### src/sv/hrcd_pkg.sv
// ----------------------------------------------------------------------------
// hrcd_pkg
// Shared types and character constants of the HTTP request completion detector.
// ----------------------------------------------------------------------------
package hrcd_pkg;

  localparam int unsigned LENGTH_BITS_DEF = 32;

  localparam int unsigned LEN_NAME_LEN = 15;
  localparam int unsigned ENC_NAME_LEN = 18;
  localparam int unsigned CHUNK_WORD_LEN = 7;
  localparam int unsigned END_MARK_LEN = 4;
  localparam int unsigned CHUNK_END_LEN = 5;

  localparam int unsigned LEN_POS_W = $clog2(LEN_NAME_LEN + 1);
  localparam int unsigned ENC_POS_W = $clog2(ENC_NAME_LEN + 1);
  localparam int unsigned WORD_POS_W = $clog2(CHUNK_WORD_LEN + 1);
  localparam int unsigned END_POS_W = $clog2(END_MARK_LEN + 1);
  localparam int unsigned TERM_POS_W = $clog2(CHUNK_END_LEN + 1);

  localparam logic [7:0] CH_CR = 8'h0D;
  localparam logic [7:0] CH_LF = 8'h0A;
  localparam logic [7:0] CH_SP = 8'h20;
  localparam logic [7:0] CH_TAB = 8'h09;
  localparam logic [7:0] CH_ZERO = 8'h30;
  localparam logic [7:0] CH_NINE = 8'h39;

  localparam logic [0:LEN_NAME_LEN-1][7:0] UPPER_LEN_NAME = "Content-Length:";
  localparam logic [0:LEN_NAME_LEN-1][7:0] LOWER_LEN_NAME = "content-length:";
  localparam logic [0:ENC_NAME_LEN-1][7:0] UPPER_ENC_NAME = "Transfer-Encoding:";
  localparam logic [0:ENC_NAME_LEN-1][7:0] LOWER_ENC_NAME = "transfer-encoding:";
  localparam logic [0:CHUNK_WORD_LEN-1][7:0] CHUNK_WORD = "chunked";
  localparam logic [0:END_MARK_LEN-1][7:0] END_MARK = {CH_CR, CH_LF, CH_CR, CH_LF};
  localparam logic [0:CHUNK_END_LEN-1][7:0] CHUNK_END = {CH_ZERO, CH_CR, CH_LF, CH_CR, CH_LF};

  typedef enum logic [2:0] {
    PH_IDLE,
    PH_LEAD,
    PH_DIGITS,
    PH_TRAIL,
    PH_INVALID,
    PH_DONE
  } hrcd_phase_e;

  // per-byte strobe to the header scanners
  typedef struct packed {
    logic       en;
    logic       clr;
    logic [7:0] data;
  } hrcd_step_t;

endpackage

### src/sv/hrcd_len_scan.sv
// ----------------------------------------------------------------------------
// hrcd_len_scan
// Content-Length field scanner for one spelling: name match and decimal value.
// ----------------------------------------------------------------------------
module hrcd_len_scan #(
  parameter int unsigned LENGTH_BITS = hrcd_pkg::LENGTH_BITS_DEF
) (
  input  logic                                         clk_i,
  input  logic                                         rst_ni,
  input  hrcd_pkg::hrcd_step_t                         step_i,
  input  logic [0:hrcd_pkg::LEN_NAME_LEN-1][7:0]       name_i,
  output logic                                         seen_o,
  output logic [LENGTH_BITS-1:0]                       value_o
);
  import hrcd_pkg::*;

  logic                   seen_q, seen_d;
  logic [LEN_POS_W-1:0]   pos_q, pos_d;
  hrcd_phase_e            phase_q, phase_d;
  logic                   cr_q, cr_d;
  logic [LENGTH_BITS-1:0] value_q, value_d;
  logic [LENGTH_BITS+3:0] wide;
  logic [LENGTH_BITS-1:0] value_acc;
  logic [7:0]             b;

  assign b = step_i.data;

  // value * 10 + digit, saturating
  assign wide = ({4'b0, value_q} << 3) + ({4'b0, value_q} << 1)
              + (LENGTH_BITS + 4)'(b[3:0]);
  assign value_acc = (wide[LENGTH_BITS+3:LENGTH_BITS] != 4'b0) ? '1 : wide[LENGTH_BITS-1:0];

  always_comb begin
    logic                 line_end;
    logic [LEN_POS_W-1:0] pos_base;
    seen_d   = seen_q;
    pos_d    = pos_q;
    phase_d  = phase_q;
    cr_d     = cr_q;
    value_d  = value_q;
    line_end = 1'b0;
    pos_base = step_i.clr ? '0 : pos_q;
    if (step_i.clr) begin
      seen_d  = 1'b0;
      pos_d   = '0;
      phase_d = PH_IDLE;
      cr_d    = 1'b0;
      value_d = '0;
    end
    if (step_i.en) begin
      if (seen_d) begin
        if (phase_d != PH_DONE) begin
          if (cr_d) begin
            cr_d = 1'b0;
            if (b == CH_LF) begin
              if (phase_d != PH_DIGITS && phase_d != PH_TRAIL) value_d = '0;
              phase_d  = PH_DONE;
              line_end = 1'b1;
            end else begin
              phase_d = PH_INVALID;
            end
          end
          if (!line_end) begin
            if (b == CH_CR) begin
              cr_d = 1'b1;
            end else if (b == CH_SP || b == CH_TAB) begin
              if (phase_d == PH_DIGITS) phase_d = PH_TRAIL;
            end else if (b >= CH_ZERO && b <= CH_NINE) begin
              if (phase_d == PH_LEAD || phase_d == PH_DIGITS) begin
                phase_d = PH_DIGITS;
                value_d = value_acc;
              end else begin
                phase_d = PH_INVALID;
              end
            end else begin
              phase_d = PH_INVALID;
            end
          end
        end
      end else begin
        if (pos_base < LEN_POS_W'(LEN_NAME_LEN) && b == name_i[pos_base]) begin
          pos_d = pos_base + LEN_POS_W'(1);
        end else begin
          pos_d = (b == name_i[0]) ? LEN_POS_W'(1) : '0;
        end
        if (pos_d == LEN_POS_W'(LEN_NAME_LEN)) begin
          seen_d  = 1'b1;
          phase_d = PH_LEAD;
          value_d = '0;
        end
      end
    end
  end

  always_ff @(posedge clk_i or negedge rst_ni) begin
    if (!rst_ni) begin
      seen_q  <= 1'b0;
      pos_q   <= '0;
      phase_q <= PH_IDLE;
      cr_q    <= 1'b0;
      value_q <= '0;
    end else begin
      seen_q  <= seen_d;
      pos_q   <= pos_d;
      phase_q <= phase_d;
      cr_q    <= cr_d;
      value_q <= value_d;
    end
  end

  assign seen_o  = seen_d;
  assign value_o = value_d;

endmodule

### src/sv/hrcd_enc_scan.sv
// ----------------------------------------------------------------------------
// hrcd_enc_scan
// Transfer-Encoding field scanner for one spelling: name match and chunked word.
// ----------------------------------------------------------------------------
module hrcd_enc_scan (
  input  logic                                   clk_i,
  input  logic                                   rst_ni,
  input  hrcd_pkg::hrcd_step_t                   step_i,
  input  logic [0:hrcd_pkg::ENC_NAME_LEN-1][7:0] name_i,
  output logic                                   seen_o,
  output logic                                   chunked_o
);
  import hrcd_pkg::*;

  logic                  seen_q, seen_d;
  logic [ENC_POS_W-1:0]  pos_q, pos_d;
  logic                  open_q, open_d;
  logic [WORD_POS_W-1:0] word_q, word_d;
  logic                  chunked_q, chunked_d;
  logic                  cr_q, cr_d;
  logic [7:0]            b;

  assign b = step_i.data;

  always_comb begin
    logic                  skip;
    logic [ENC_POS_W-1:0]  pos_base;
    logic [WORD_POS_W-1:0] word_base;
    seen_d    = seen_q;
    pos_d     = pos_q;
    open_d    = open_q;
    word_d    = word_q;
    chunked_d = chunked_q;
    cr_d      = cr_q;
    skip      = 1'b0;
    pos_base  = step_i.clr ? '0 : pos_q;
    if (step_i.clr) begin
      seen_d    = 1'b0;
      pos_d     = '0;
      open_d    = 1'b0;
      word_d    = '0;
      chunked_d = 1'b0;
      cr_d      = 1'b0;
    end
    word_base = word_d;
    if (step_i.en) begin
      if (seen_d) begin
        if (open_d) begin
          if (cr_d) begin
            cr_d = 1'b0;
            if (b == CH_LF) begin
              open_d = 1'b0;
              skip   = 1'b1;
            end
          end
          if (!skip) begin
            if (b == CH_CR) begin
              cr_d   = 1'b1;
              word_d = '0;
            end else begin
              if (word_base < WORD_POS_W'(CHUNK_WORD_LEN) && b == CHUNK_WORD[word_base]) begin
                word_d = word_base + WORD_POS_W'(1);
              end else begin
                word_d = (b == CHUNK_WORD[0]) ? WORD_POS_W'(1) : '0;
              end
              if (word_d == WORD_POS_W'(CHUNK_WORD_LEN)) begin
                chunked_d = 1'b1;
                word_d    = '0;
              end
            end
          end
        end
      end else begin
        if (pos_base < ENC_POS_W'(ENC_NAME_LEN) && b == name_i[pos_base]) begin
          pos_d = pos_base + ENC_POS_W'(1);
        end else begin
          pos_d = (b == name_i[0]) ? ENC_POS_W'(1) : '0;
        end
        if (pos_d == ENC_POS_W'(ENC_NAME_LEN)) begin
          seen_d = 1'b1;
          open_d = 1'b1;
        end
      end
    end
  end

  always_ff @(posedge clk_i or negedge rst_ni) begin
    if (!rst_ni) begin
      seen_q    <= 1'b0;
      pos_q     <= '0;
      open_q    <= 1'b0;
      word_q    <= '0;
      chunked_q <= 1'b0;
      cr_q      <= 1'b0;
    end else begin
      seen_q    <= seen_d;
      pos_q     <= pos_d;
      open_q    <= open_d;
      word_q    <= word_d;
      chunked_q <= chunked_d;
      cr_q      <= cr_d;
    end
  end

  assign seen_o    = seen_d;
  assign chunked_o = chunked_d;

endmodule

### src/sv/http_request_completion_detector.sv
// ----------------------------------------------------------------------------
// http_request_completion_detector
// Scans a request one byte per transfer and reports header end, body length
// and completion of the request.
// ----------------------------------------------------------------------------
// channel   dir  tdata                                         tuser
// s_axis    in   [7:0] data_byte                               [0] new_request
// m_axis    out  [0] headers_complete [1] request_complete     -
//                [2] chunked_mode [34:3] declared_length
//                [66:35] body_count (zero-padded to 72 bits)
//
// One byte per cycle sustained unless the output stalls, as the field scanners
// update their state once per byte; results leave through the result register.
// Reset clears all scanner and request state; no clearing pass.
// While the result register is stalled, one further byte is held in the
// input register.
// ----------------------------------------------------------------------------
module http_request_completion_detector #(
  parameter int unsigned LENGTH_BITS = hrcd_pkg::LENGTH_BITS_DEF
) (
  input  logic        clk_i,
  input  logic        rst_ni,
  input  logic        s_axis_tvalid_i,
  output logic        s_axis_tready_o,
  input  logic [7:0]  s_axis_tdata_i,   // [7:0] data_byte
  input  logic        s_axis_tuser_i,   // [0] new_request
  output logic        m_axis_tvalid_o,
  input  logic        m_axis_tready_i,
  output logic [71:0] m_axis_tdata_o    // [0] headers_complete, [1] request_complete,
                                        // [2] chunked_mode, [34:3] declared_length,
                                        // [66:35] body_count, [71:67] zero
);
  import hrcd_pkg::*;

  // input register
  logic       in_valid_q, in_valid_d;
  logic [7:0] in_data_q;
  logic       in_new_q;
  logic       advance, consume, s_fire;

  // request state
  logic [END_POS_W-2:0]   hdr_prog_q, hdr_prog_d;
  logic                   hdr_done_q, hdr_done_d;
  logic [LENGTH_BITS-1:0] body_q, body_d;
  logic [TERM_POS_W-1:0]  term_q, term_d;
  logic                   done_q, done_d;

  // result register
  logic        out_valid_q, out_valid_d;
  logic [66:0] out_data_q;

  hrcd_step_t             step;
  logic                   len_seen_u, len_seen_l, enc_seen_u, enc_seen_l;
  logic                   enc_chunk_u, enc_chunk_l;
  logic [LENGTH_BITS-1:0] len_val_u, len_val_l;
  logic                   sel_chunked;
  logic [LENGTH_BITS-1:0] sel_len;
  logic [LENGTH_BITS-1:0] out_len;
  logic [LENGTH_BITS+31:0] len_ext, body_ext;

  assign advance         = !out_valid_q || m_axis_tready_i;
  assign consume         = in_valid_q && advance;
  assign s_axis_tready_o = !in_valid_q || advance;
  assign s_fire          = s_axis_tvalid_i && s_axis_tready_o;

  always_comb begin
    in_valid_d = in_valid_q;
    if (s_fire) begin
      in_valid_d = 1'b1;
    end else if (consume) begin
      in_valid_d = 1'b0;
    end
  end

  assign step.clr  = consume && in_new_q;
  assign step.en   = consume && (in_new_q || !hdr_done_q);
  assign step.data = in_data_q;

  hrcd_len_scan #(.LENGTH_BITS(LENGTH_BITS)) u_len_upper (
    .clk_i, .rst_ni, .step_i(step), .name_i(UPPER_LEN_NAME),
    .seen_o(len_seen_u), .value_o(len_val_u)
  );

  hrcd_len_scan #(.LENGTH_BITS(LENGTH_BITS)) u_len_lower (
    .clk_i, .rst_ni, .step_i(step), .name_i(LOWER_LEN_NAME),
    .seen_o(len_seen_l), .value_o(len_val_l)
  );

  hrcd_enc_scan u_enc_upper (
    .clk_i, .rst_ni, .step_i(step), .name_i(UPPER_ENC_NAME),
    .seen_o(enc_seen_u), .chunked_o(enc_chunk_u)
  );

  hrcd_enc_scan u_enc_lower (
    .clk_i, .rst_ni, .step_i(step), .name_i(LOWER_ENC_NAME),
    .seen_o(enc_seen_l), .chunked_o(enc_chunk_l)
  );

  // capitalised spelling wins
  assign sel_chunked = enc_seen_u ? enc_chunk_u : (enc_seen_l && enc_chunk_l);
  assign sel_len     = len_seen_u ? len_val_u : (len_seen_l ? len_val_l : '0);

  always_comb begin
    logic [END_POS_W-2:0]  prog_base;
    logic [END_POS_W-1:0]  prog_n;
    logic [TERM_POS_W-1:0] term_n;
    hdr_prog_d = hdr_prog_q;
    hdr_done_d = hdr_done_q;
    body_d     = body_q;
    term_d     = term_q;
    done_d     = done_q;
    prog_base  = '0;
    prog_n     = '0;
    term_n     = '0;
    if (consume) begin
      if (in_new_q) begin
        hdr_prog_d = '0;
        hdr_done_d = 1'b0;
        body_d     = '0;
        term_d     = '0;
        done_d     = 1'b0;
      end
      prog_base = hdr_prog_d;
      if (!hdr_done_d) begin
        if (in_data_q == END_MARK[prog_base]) begin
          prog_n = {1'b0, prog_base} + END_POS_W'(1);
        end else begin
          prog_n = (in_data_q == END_MARK[0]) ? END_POS_W'(1) : '0;
        end
        hdr_prog_d = prog_n[END_POS_W-2:0];
        if (prog_n == END_POS_W'(END_MARK_LEN)) begin
          hdr_prog_d = '0;
          hdr_done_d = 1'b1;
          if (!sel_chunked && sel_len == '0) done_d = 1'b1;
        end
      end else begin
        if (body_d != '1) body_d = body_d + LENGTH_BITS'(1);
        if (sel_chunked) begin
          if (term_d < TERM_POS_W'(CHUNK_END_LEN) && in_data_q == CHUNK_END[term_d]) begin
            term_n = term_d + TERM_POS_W'(1);
          end else begin
            term_n = (in_data_q == CHUNK_END[0]) ? TERM_POS_W'(1) : '0;
          end
          term_d = term_n;
          if (term_n == TERM_POS_W'(CHUNK_END_LEN)) begin
            term_d = '0;
            done_d = 1'b1;
          end
        end else if (body_d >= sel_len) begin
          done_d = 1'b1;
        end
      end
    end
  end

  assign out_len  = (hdr_done_d && !sel_chunked) ? sel_len : '0;
  assign len_ext  = {32'b0, out_len};
  assign body_ext = {32'b0, body_d};

  always_comb begin
    out_valid_d = out_valid_q;
    if (consume) begin
      out_valid_d = 1'b1;
    end else if (m_axis_tready_i) begin
      out_valid_d = 1'b0;
    end
  end

  always_ff @(posedge clk_i or negedge rst_ni) begin
    if (!rst_ni) begin
      in_valid_q  <= 1'b0;
      hdr_prog_q  <= '0;
      hdr_done_q  <= 1'b0;
      body_q      <= '0;
      term_q      <= '0;
      done_q      <= 1'b0;
      out_valid_q <= 1'b0;
    end else begin
      in_valid_q  <= in_valid_d;
      hdr_prog_q  <= hdr_prog_d;
      hdr_done_q  <= hdr_done_d;
      body_q      <= body_d;
      term_q      <= term_d;
      done_q      <= done_d;
      out_valid_q <= out_valid_d;
    end
  end

  always_ff @(posedge clk_i) begin
    if (s_fire) begin
      in_data_q <= s_axis_tdata_i;
      in_new_q  <= s_axis_tuser_i;
    end
    if (consume) begin
      out_data_q <= {body_ext[31:0], len_ext[31:0], hdr_done_d && sel_chunked,
                     done_d, hdr_done_d};
    end
  end

  assign m_axis_tvalid_o = out_valid_q;
  assign m_axis_tdata_o  = {5'b0, out_data_q};

endmodule

### config.mk
export PLATFORM = sky130hd
export DESIGN_NAME = http_request_completion_detector
export DESIGN_NICKNAME = d
export VERILOG_FILES = /design/src/sv/hrcd_pkg.sv /design/src/sv/hrcd_len_scan.sv /design/src/sv/hrcd_enc_scan.sv /design/src/sv/http_request_completion_detector.sv
export SDC_FILE = /design/constraint.sdc
export NUM_CORES = 1
export LEC_CHECK = 0
export BUFFER_PORTS_ARGS = -buffer_cell sky130_fd_sc_hd__buf_4
export CORE_ASPECT_RATIO = 1.5
export CORE_MARGIN = 1.5
export CORE_UTILIZATION = 31
export CTS_BUF_LIST = sky130_fd_sc_hd__clkbuf_4
export DETAILED_ROUTE_END_ITERATION = 10
export PLACE_DENSITY_LB_ADDON = 0.3
export RECOVER_POWER = 50
export SETUP_SLACK_MARGIN = 0.1
export SLEW_MARGIN = 20
export SYNTH_ARGS = -nofsm -noshare
export SYNTH_HDL_FRONTEND = slang
export SYNTH_SLANG_ARGS = --single-unit
export TNS_END_PERCENT = 1
### constraint.sdc
create_clock -name clk_i -period 7.25 [get_ports clk_i]
set_clock_uncertainty 0.15 [all_clocks]
set_input_delay 0 -clock clk_i [delete_from_list [all_inputs] [get_ports clk_i]]
set_output_delay 0 -clock clk_i [all_outputs]
set_load 0.005 [all_outputs]
Yosys cells after proc, flatten, opt, wreduce, memory -nomap -nowiden
Memories as Yosys holds them, arrays and structs flattened.
Cells that the tools add are included.

cells by class
  add/sub/neg operators = 13
  equal/unequal tests = 36
  reduce and logical (&&, ||, !) cells = 33
  muxes and demuxes = 257
  $lt $le $gt $ge = 18
  bitwise logic cells = 8

operators by type and width
  kind                   count
  $mux 32                37
  $mux 3                 68
  $mux 8                 16
  $mux 1                 107
  $add 35x33->36         2
  $add 36x4->36          2
  $eq 8x8->1             8
  $mux 5                 12
  $mux 4                 12
  $add 32x1->32 const B  1
  $eq 8x7->1 const B     4
  $ge 32x32->1           1
  $logic_not 32->1       1
  $ne 32x32->1 const B   1
  $eq 8x4->1 const B     3
  $logic_and 1x1->1      18
  $bmux 8 s2             1
  $eq 8x6->1 const B     2
  $eq 3x3->1 const B     4
  $ge 4x4->1 const B     3
  $ge 6x6->1 const B     2
  $ne 3x2->1 const B     4
  $not 3->4              3
  $not 5->6              2
  23 further kinds       51

word-level totals
  memories kept = 7
  ROM bits = 960
  output and inout port bits = 74
  logic and storage cells = 405
  register bits after elaboration = 223
  bits of input ports = 13

memories
  memory            words  bits a word  read ports  clocked after memory_dff  wr ports  RTL line             text
  (name not given)  32     8            1           0                         0         hrcd_enc_scan.sv:74  if (pos_base < ENC_POS_W'(ENC_NAME_LEN) && b == name_i[pos_base]) begin
  (name not given)  32     8            1           0                         0         hrcd_enc_scan.sv:74
  (name not given)  16     8            1           0                         0         hrcd_len_scan.sv:81  if (pos_base < LEN_POS_W'(LEN_NAME_LEN) && b == name_i[pos_base]) begin
  (name not given)  16     8            1           0                         0         hrcd_len_scan.sv:81
  (name not given)  8      8            1           0                         0         hrcd_enc_scan.sv:61  if (word_base < WORD_POS_W'(CHUNK_WORD_LEN) && b == CHUNK_WORD[word_base]) begin
  (name not given)  8      8            1           0                         0         hrcd_enc_scan.sv:61
  +1 memories       --     --           --          --                        --        --

Logic depth before layout (Yosys ltp)
  word-level depth = 34
  mapped depth = 40
  mapped depth without buffers = 29

Cells and area by module
From an unflattened synthesis, not the netlist that was laid out.

unflattened totals
  cell total of the unflattened synthesis = 2901
  area, all modules = 24886.4 um^2

modules (own cells, without submodules)
  module                            instances  seq. area each (um^2)  cells an instance  area an instance (um^2)
  http_request_completion_detector  1          3308.2                 721                7100.6
  hrcd_len_scan at u_len_lower      1          1026.0                 755                6087.1
  hrcd_len_scan at u_len_upper      1          1026.0                 737                6044.5
  hrcd_enc_scan at u_enc_upper      1          300.3                  360                2949.1
  hrcd_enc_scan at u_enc_lower      1          300.3                  328                2705.1

Worst setup path before layout
Ideal clock, no wire load.

  path kind = reg-to-reg
  from = reg in_valid_q
  to = reg out_data_q[1], data pin
  path buffers = 10
  data required time = 6.832 ns
  cell stages (with the launch flop) = 39
  setup time = 0.268 ns
  clock period less this slack = 7.932 ns
  path slack = -0.682 ns
  arrival time = 7.514 ns
  path through = dfrtp_1 buf_2 and2_1 clkbuf_1 nand2_1 buf_2 buf_1 clkbuf_1 clkbuf_1 buf_1 clkbuf_1 buf_1 nand2_1 ha_1 mux2_2 o22a_1 a211oi_1 a211oi_1 [3 not listed] clkbuf_1 a2111oi_0 nor3_1 a22o_1 ha_1 nand2b_1 a21o_1 a21o_1 a21o_1 a21o_1 a211oi_1 o21bai_1 a21oi_1 o31ai_1 a21oi_1 o211ai_1 a32oi_1 o31ai_1

between the ends
  elaborated cells between the ends (all ways) = 203
  those cells by class = add/sub: 6; order compare: 7; eq/ne: 22; mux: 139; bitwise: 6; reduce/logical: 17; memory: 6

RTL lines
  item                                                   RTL line                                 text
  start: declaration                                     http_request_completion_detector.sv:36   logic in_valid_q, in_valid_d;
  start signal: assignment                               http_request_completion_detector.sv:179  in_valid_q <= in_valid_d;
  $logic_and 1x1->1 (*)                                  http_request_completion_detector.sv:62   assign consume = in_valid_q && advance;
  branches (longest 15 deep; another with $mem_v2 16x8)  --
  $mux 32 (*)                                            hrcd_len_scan.sv:50                      if (step_i.en) begin
  net len_val_u[0]                                       http_request_completion_detector.sv:55   logic [LENGTH_BITS-1:0] len_val_u, len_val_l;
  $mux 32 (*)                                            http_request_completion_detector.sv:101  assign sel_len = len_seen_u ? len_val_u : (len_seen_l ? len_val_l : '0);
  net sel_len[0]                                         http_request_completion_detector.sv:57   logic [LENGTH_BITS-1:0] sel_len;
  branches (longest 4 deep; another with $ge 32x32->1)   --
  $mux 1 (*)                                             http_request_completion_detector.sv:124  if (!hdr_done_d) begin
  $mux 1 (*)                                             http_request_completion_detector.sv:115  if (consume) begin
  net done_d                                             http_request_completion_detector.sv:46   logic done_q, done_d;
  end signal: assignment                                 http_request_completion_detector.sv:195  out_data_q <= {body_ext[31:0], len_ext[31:0], hdr_done_d && sel_chunked,
  end: declaration                                       http_request_completion_detector.sv:50   logic [66:0] out_data_q;

Mark *: on every way through the listed nets, which the timed path passes. The select of a mux whose other input is x is not followed.
A chain may end at the register's enable or synchronous reset.

Worst setup path after layout
  from = reg in_data_q[3]
  to = reg out_data_q[1], data pin

between the ends
  word-level cells in the longest chain between the ends = 24
  elaborated cells between the ends (all ways) = 173
  those cells by class = add/sub: 2; order compare: 3; eq/ne: 29; mux: 122; reduce/logical: 17

RTL lines
  item                                                    RTL line                                 text
  start: declaration                                      http_request_completion_detector.sv:37   logic [7:0] in_data_q;
  start signal: assignment                                http_request_completion_detector.sv:191  in_data_q <= s_axis_tdata_i;
  branches (longest 22 deep; another with $add 36x4->36)  --
  $mux 1 (*)                                              http_request_completion_detector.sv:124
  $mux 1 (*)                                              http_request_completion_detector.sv:115
  net done_d                                              http_request_completion_detector.sv:46

Marked as above.

==> summary.md <==
| Metric | Value |
|---|---|
| Status | finished, violations left |
| Failing checks | max-capacitance violations, max-slew violations |
| Worst EP required | approximately 7600 ps |
| Clock transition at path regs | 70 ps |
| Drt initial violations | ~1500 |
| Post-route ant nets | 0 |
| Die Wd | about 210 microns |
| CP Data Arrival Time | 7220 ps |
| Worst Tran Pin Value | between 5000 and 6000 ps |
| Total power | 2900 uW |
| Max Buffers Root-to-Sink | 3 |
| Met2 WL | around 39000 microns |
| Initial antenna violation count | 6 |
| CTS tree | done |
| Nets | 2799 |
| FILL cells | roughly 6500 |
| DR WL met3 | slightly above 4000 microns |
| Latest clock arrival within the worst-skew pair | 810 ps |
| Fmax | around 0.15 GHz |
| Min-delay worst type | in -> reg |
| LEAKAGE | 0.0101 uW |
| R2r worst-path depth | 27 |
| DRT Pass-1 Iters | 5 |
| Worst Hold Path EP | u_len_upper.pos_q[0]$_DFF_PN0_ |
| Initial Utilization | 0.315 |
| Period utilisation layout | 0.947 |
| VDD IR-drop max | 93.6 uV |
| Predominant post-synthesis flop cell | dfrtp_1 |
| Slew Limit Fails | between 100 and 150 |
| PD cells | 125 nW/um^2 |
| Area Growth Syn to Fin | 15.8% |
| Ys Warns | 0 |
| Deepest level of the CTS H-tree | 3 |
| GPL Wtd Cong | 0.965 |
| Port Buf Inserts | 81 |
| Highest-count cells in the layout ignoring fill and taps | nand2_1 (268), nor2_1 (207), a21oi_1 (191), ha_1 (191), o21ai_0 (187) |
| Residual DRC | 0 |
| Relative slew slack | -2.60 |
| Full die area | 66000 sq um |
| Vias in the first global route | 20400 |
| Commonest non-fill, non-tap cell in the layout | nand2_1 |
| R2r endpoint | out_data_q[1]$_DFFE_PP_ |
| # IOs | 87 |
| Synth unique cells | 99 |
| Congestion Overflow GR | 0 |
| Post-synth EDFFs | 76 |
| TritonCTS Buffers | 67 |
| Root buffer cell | clkbuf_4 |
| Worst Hold Depth | 6 |
| Mapped Cells | 2437 |
| Count of state elements after synthesis | 223 |
| Largest cells by area after synthesis | dfrtp_1 (18%), ha_1 (12%), edfxtp_1 (11%), nand2_1 (5.1%), a21oi_1 (4.8%) |
| Crit path capture type | flip-flop |
| Top Layer Used | met5 |
| Vias per inst | between 5 and 6 |
| Row Count | 113 |
| Vias | approximately 20000 |
| Reg-to-Reg Start | in_data_q[3]$_DFFE_PP_ |
| Clock sink total | around 220 |
| Endpoints failing setup | 0 |
| Wire per inst | about 22 microns |
| Die Span Y | 314 microns |
| Type of origin of the critical path | flip-flop |
| DP Wirelength | 58000 microns |
| Cell Area, Synth | between 15000 and 20000 sq um |
| First-pass GRT wire length | 119000 microns |
| Critical path class | reg -> reg |
| Core Area | 63500 sq um |
| Share of cells above drive strength 1 | 0.132 |
| Async SR Flop Fraction | 0.659 |
| Met1 WL | ~29000 microns |
| Register area share after synthesis | 0.298 |
| Hold Startpoint | m_axis_tready_i |
| WHS | 294 ps |
| Area of the multi-input gates | between 10000 and 15000 sq um |
| R2R Setup Slk | 390 ps |
| Max-Cap Viols | 2 |
| Minimum clock period | ~6900 ps |
| Syn avg cell area | just over 8 sq um |
| All-layer global routing usage | 0.232 |
| Synth area leader | dfrtp_1 |
| TNS Setup | 0 ps |
| Unrepaired setup endpoints after global routing | false |
| Max FO, Critical Path | 8 |
| Post-synth top area share | 0.184 |
| Largest net degree at the start of global routing | 88 |
| Final hold vios | 0 |
| Register area | 5960 sq um |
| Post-Route WL | 77200 microns |
## cells in the mapped netlist, drive strengths merged, types with 12 or more instances
cell	count
edfxtp	76
ha	191
nor2	210
nor3b	12
buf	32
mux2i	26
o22ai	13
nor4	20
nand2	270
or3	12
dfrtp	147
nor3	63
a211oi	36
xor2	49
and3	19
o211ai	26
nand2b	50
o31ai	24
xnor2	55
o21ai	200
a211o	14
a21oi	194
inv	71
nor2b	41
nand4	31
a21o	53
a22oi	45
o21a	22
a31oi	31
nand3	71
a221oi	16
and2	26
clkbuf	112
## logic make-up (layout without fill, tap and decap cells)
logic type	Yosys count	count (layout)	share of synthesized area
adders and majority gates	195	195	0.124
muxes	35	35	0.0181
other	1	9	0.000188
AOI/OAI and AO/OA	795	795	0.260
xor gates and xnor gates	104	104	0.0456
buffers and inverters	216	419	0.0428
DFF	223	223	0.298
and+or+nand+nor	868	868	0.211
## registers in the layout (all words and copies together), names as in the netlist, 2 cells and up
name,count
out_data_q,67
body_q,32
u_len_lower.value_q,32
u_len_upper.value_q,32
in_data_q,8
u_enc_lower.pos_q,5
u_enc_upper.pos_q,5
u_len_lower.pos_q,4
u_len_upper.pos_q,4
term_q,3
u_enc_lower.word_q,3
u_enc_upper.word_q,3
u_len_lower.phase_q,3
u_len_upper.phase_q,3
hdr_prog_q,2
## layout make-up
type / count / area share
multi-input cells: 2002 / 0.578
flip-flops and latches: 223 / 0.258
repair buffers: 225 / 0.0730
well taps: 805 / 0.0436
clock buffers: 86 / 0.0279
inverters: 72 / 0.0117
clock inverters: 36 / 0.00785
diodes: 4 / 0.000433
## metrics by stage
step                std cells   util  setup slack, ps  instance area, sq um
floorplan                2441      -              119                 20000
global placement         3296  0.345             88.3                 21900
detailed placement       3296  0.345             98.7                 21900
CTS                      3443  0.362              101                 23000
global route             3452  0.364             88.9                 23100
finish                   3453  0.364              385                 23100
## report_power, final
| part | leakage (uW) | internal [uW] | switching [uW] |
|---|---|---|---|
| Sequential | 0.00279 | 1340 | 19.5 |
| Combinational | 0.00685 | 88.0 | 195 |
| Clock | 0.000484 | 602 | 656 |
| Total | 0.0101 | 2030 | 870 |
## worst max path at each step
stage	from	to	slack [ps]	depth (start not counted)
2_1_floorplan	in_valid_q$_DFFE_PN0P_	out_data_q[1]$_DFFE_PP_	120	38
3_3_place_gp	in_data_q[3]$_DFFE_PP_	out_data_q[1]$_DFFE_PP_	90	27
3_5_place_dp	in_data_q[3]$_DFFE_PP_	out_data_q[1]$_DFFE_PP_	100	27
4_1_cts	in_data_q[3]$_DFFE_PP_	out_data_q[1]$_DFFE_PP_	100	28
5_1_grt	in_data_q[3]$_DFFE_PP_	out_data_q[1]$_DFFE_PP_	90	28
6_report	in_data_q[3]$_DFFE_PP_	out_data_q[1]$_DFFE_PP_	390	27
## per-layer routing
layer / GRT usage / vias to the layer above
li1: - / 9395
met1: 0.248 / 9692
met2: 0.417 / 738
met3: 0.0379 / 254
met4: 0.156 / 6
met5: 0 / -
## what timing repair did
| item | in CTS | in global routing |
|---|---|---|
| hold buffers | 25 | 0 |
| resized for setup | 2 | 38 |
| setup endpoints to repair | 1 | 2 |
| endpoints found under the hold margin | 127 | 0 |
| buffers inserted | 0 | 6 |
| pin swaps | 0 | 22 |
| cloned | 0 | 0 |
## critical path, cell delays in order (launching register included)
cell and delay, ps:
edfxtp_1 440, fa_2 590, fa_2 200, a211oi_1 80, buf_4 160, o211ai_4 210, a21oi_4 100, a2111oi_4 430
buf_4 190, nor3_1 50, or4b_1 530, buf_6 150, or4_4 640, o31a_1 340, a221oi_2 200, buf_4 200
ha_1 240, nor2b_1 130, o21ai_0 150, nand2b_1 70, a21oi_1 150, nor2b_1 60, o21ai_1 110, nand2b_1 90
a221oi_2 340, o211ai_1 160, a32oi_1 280, o31ai_2 110
Power figures use the tool's default switching activity.
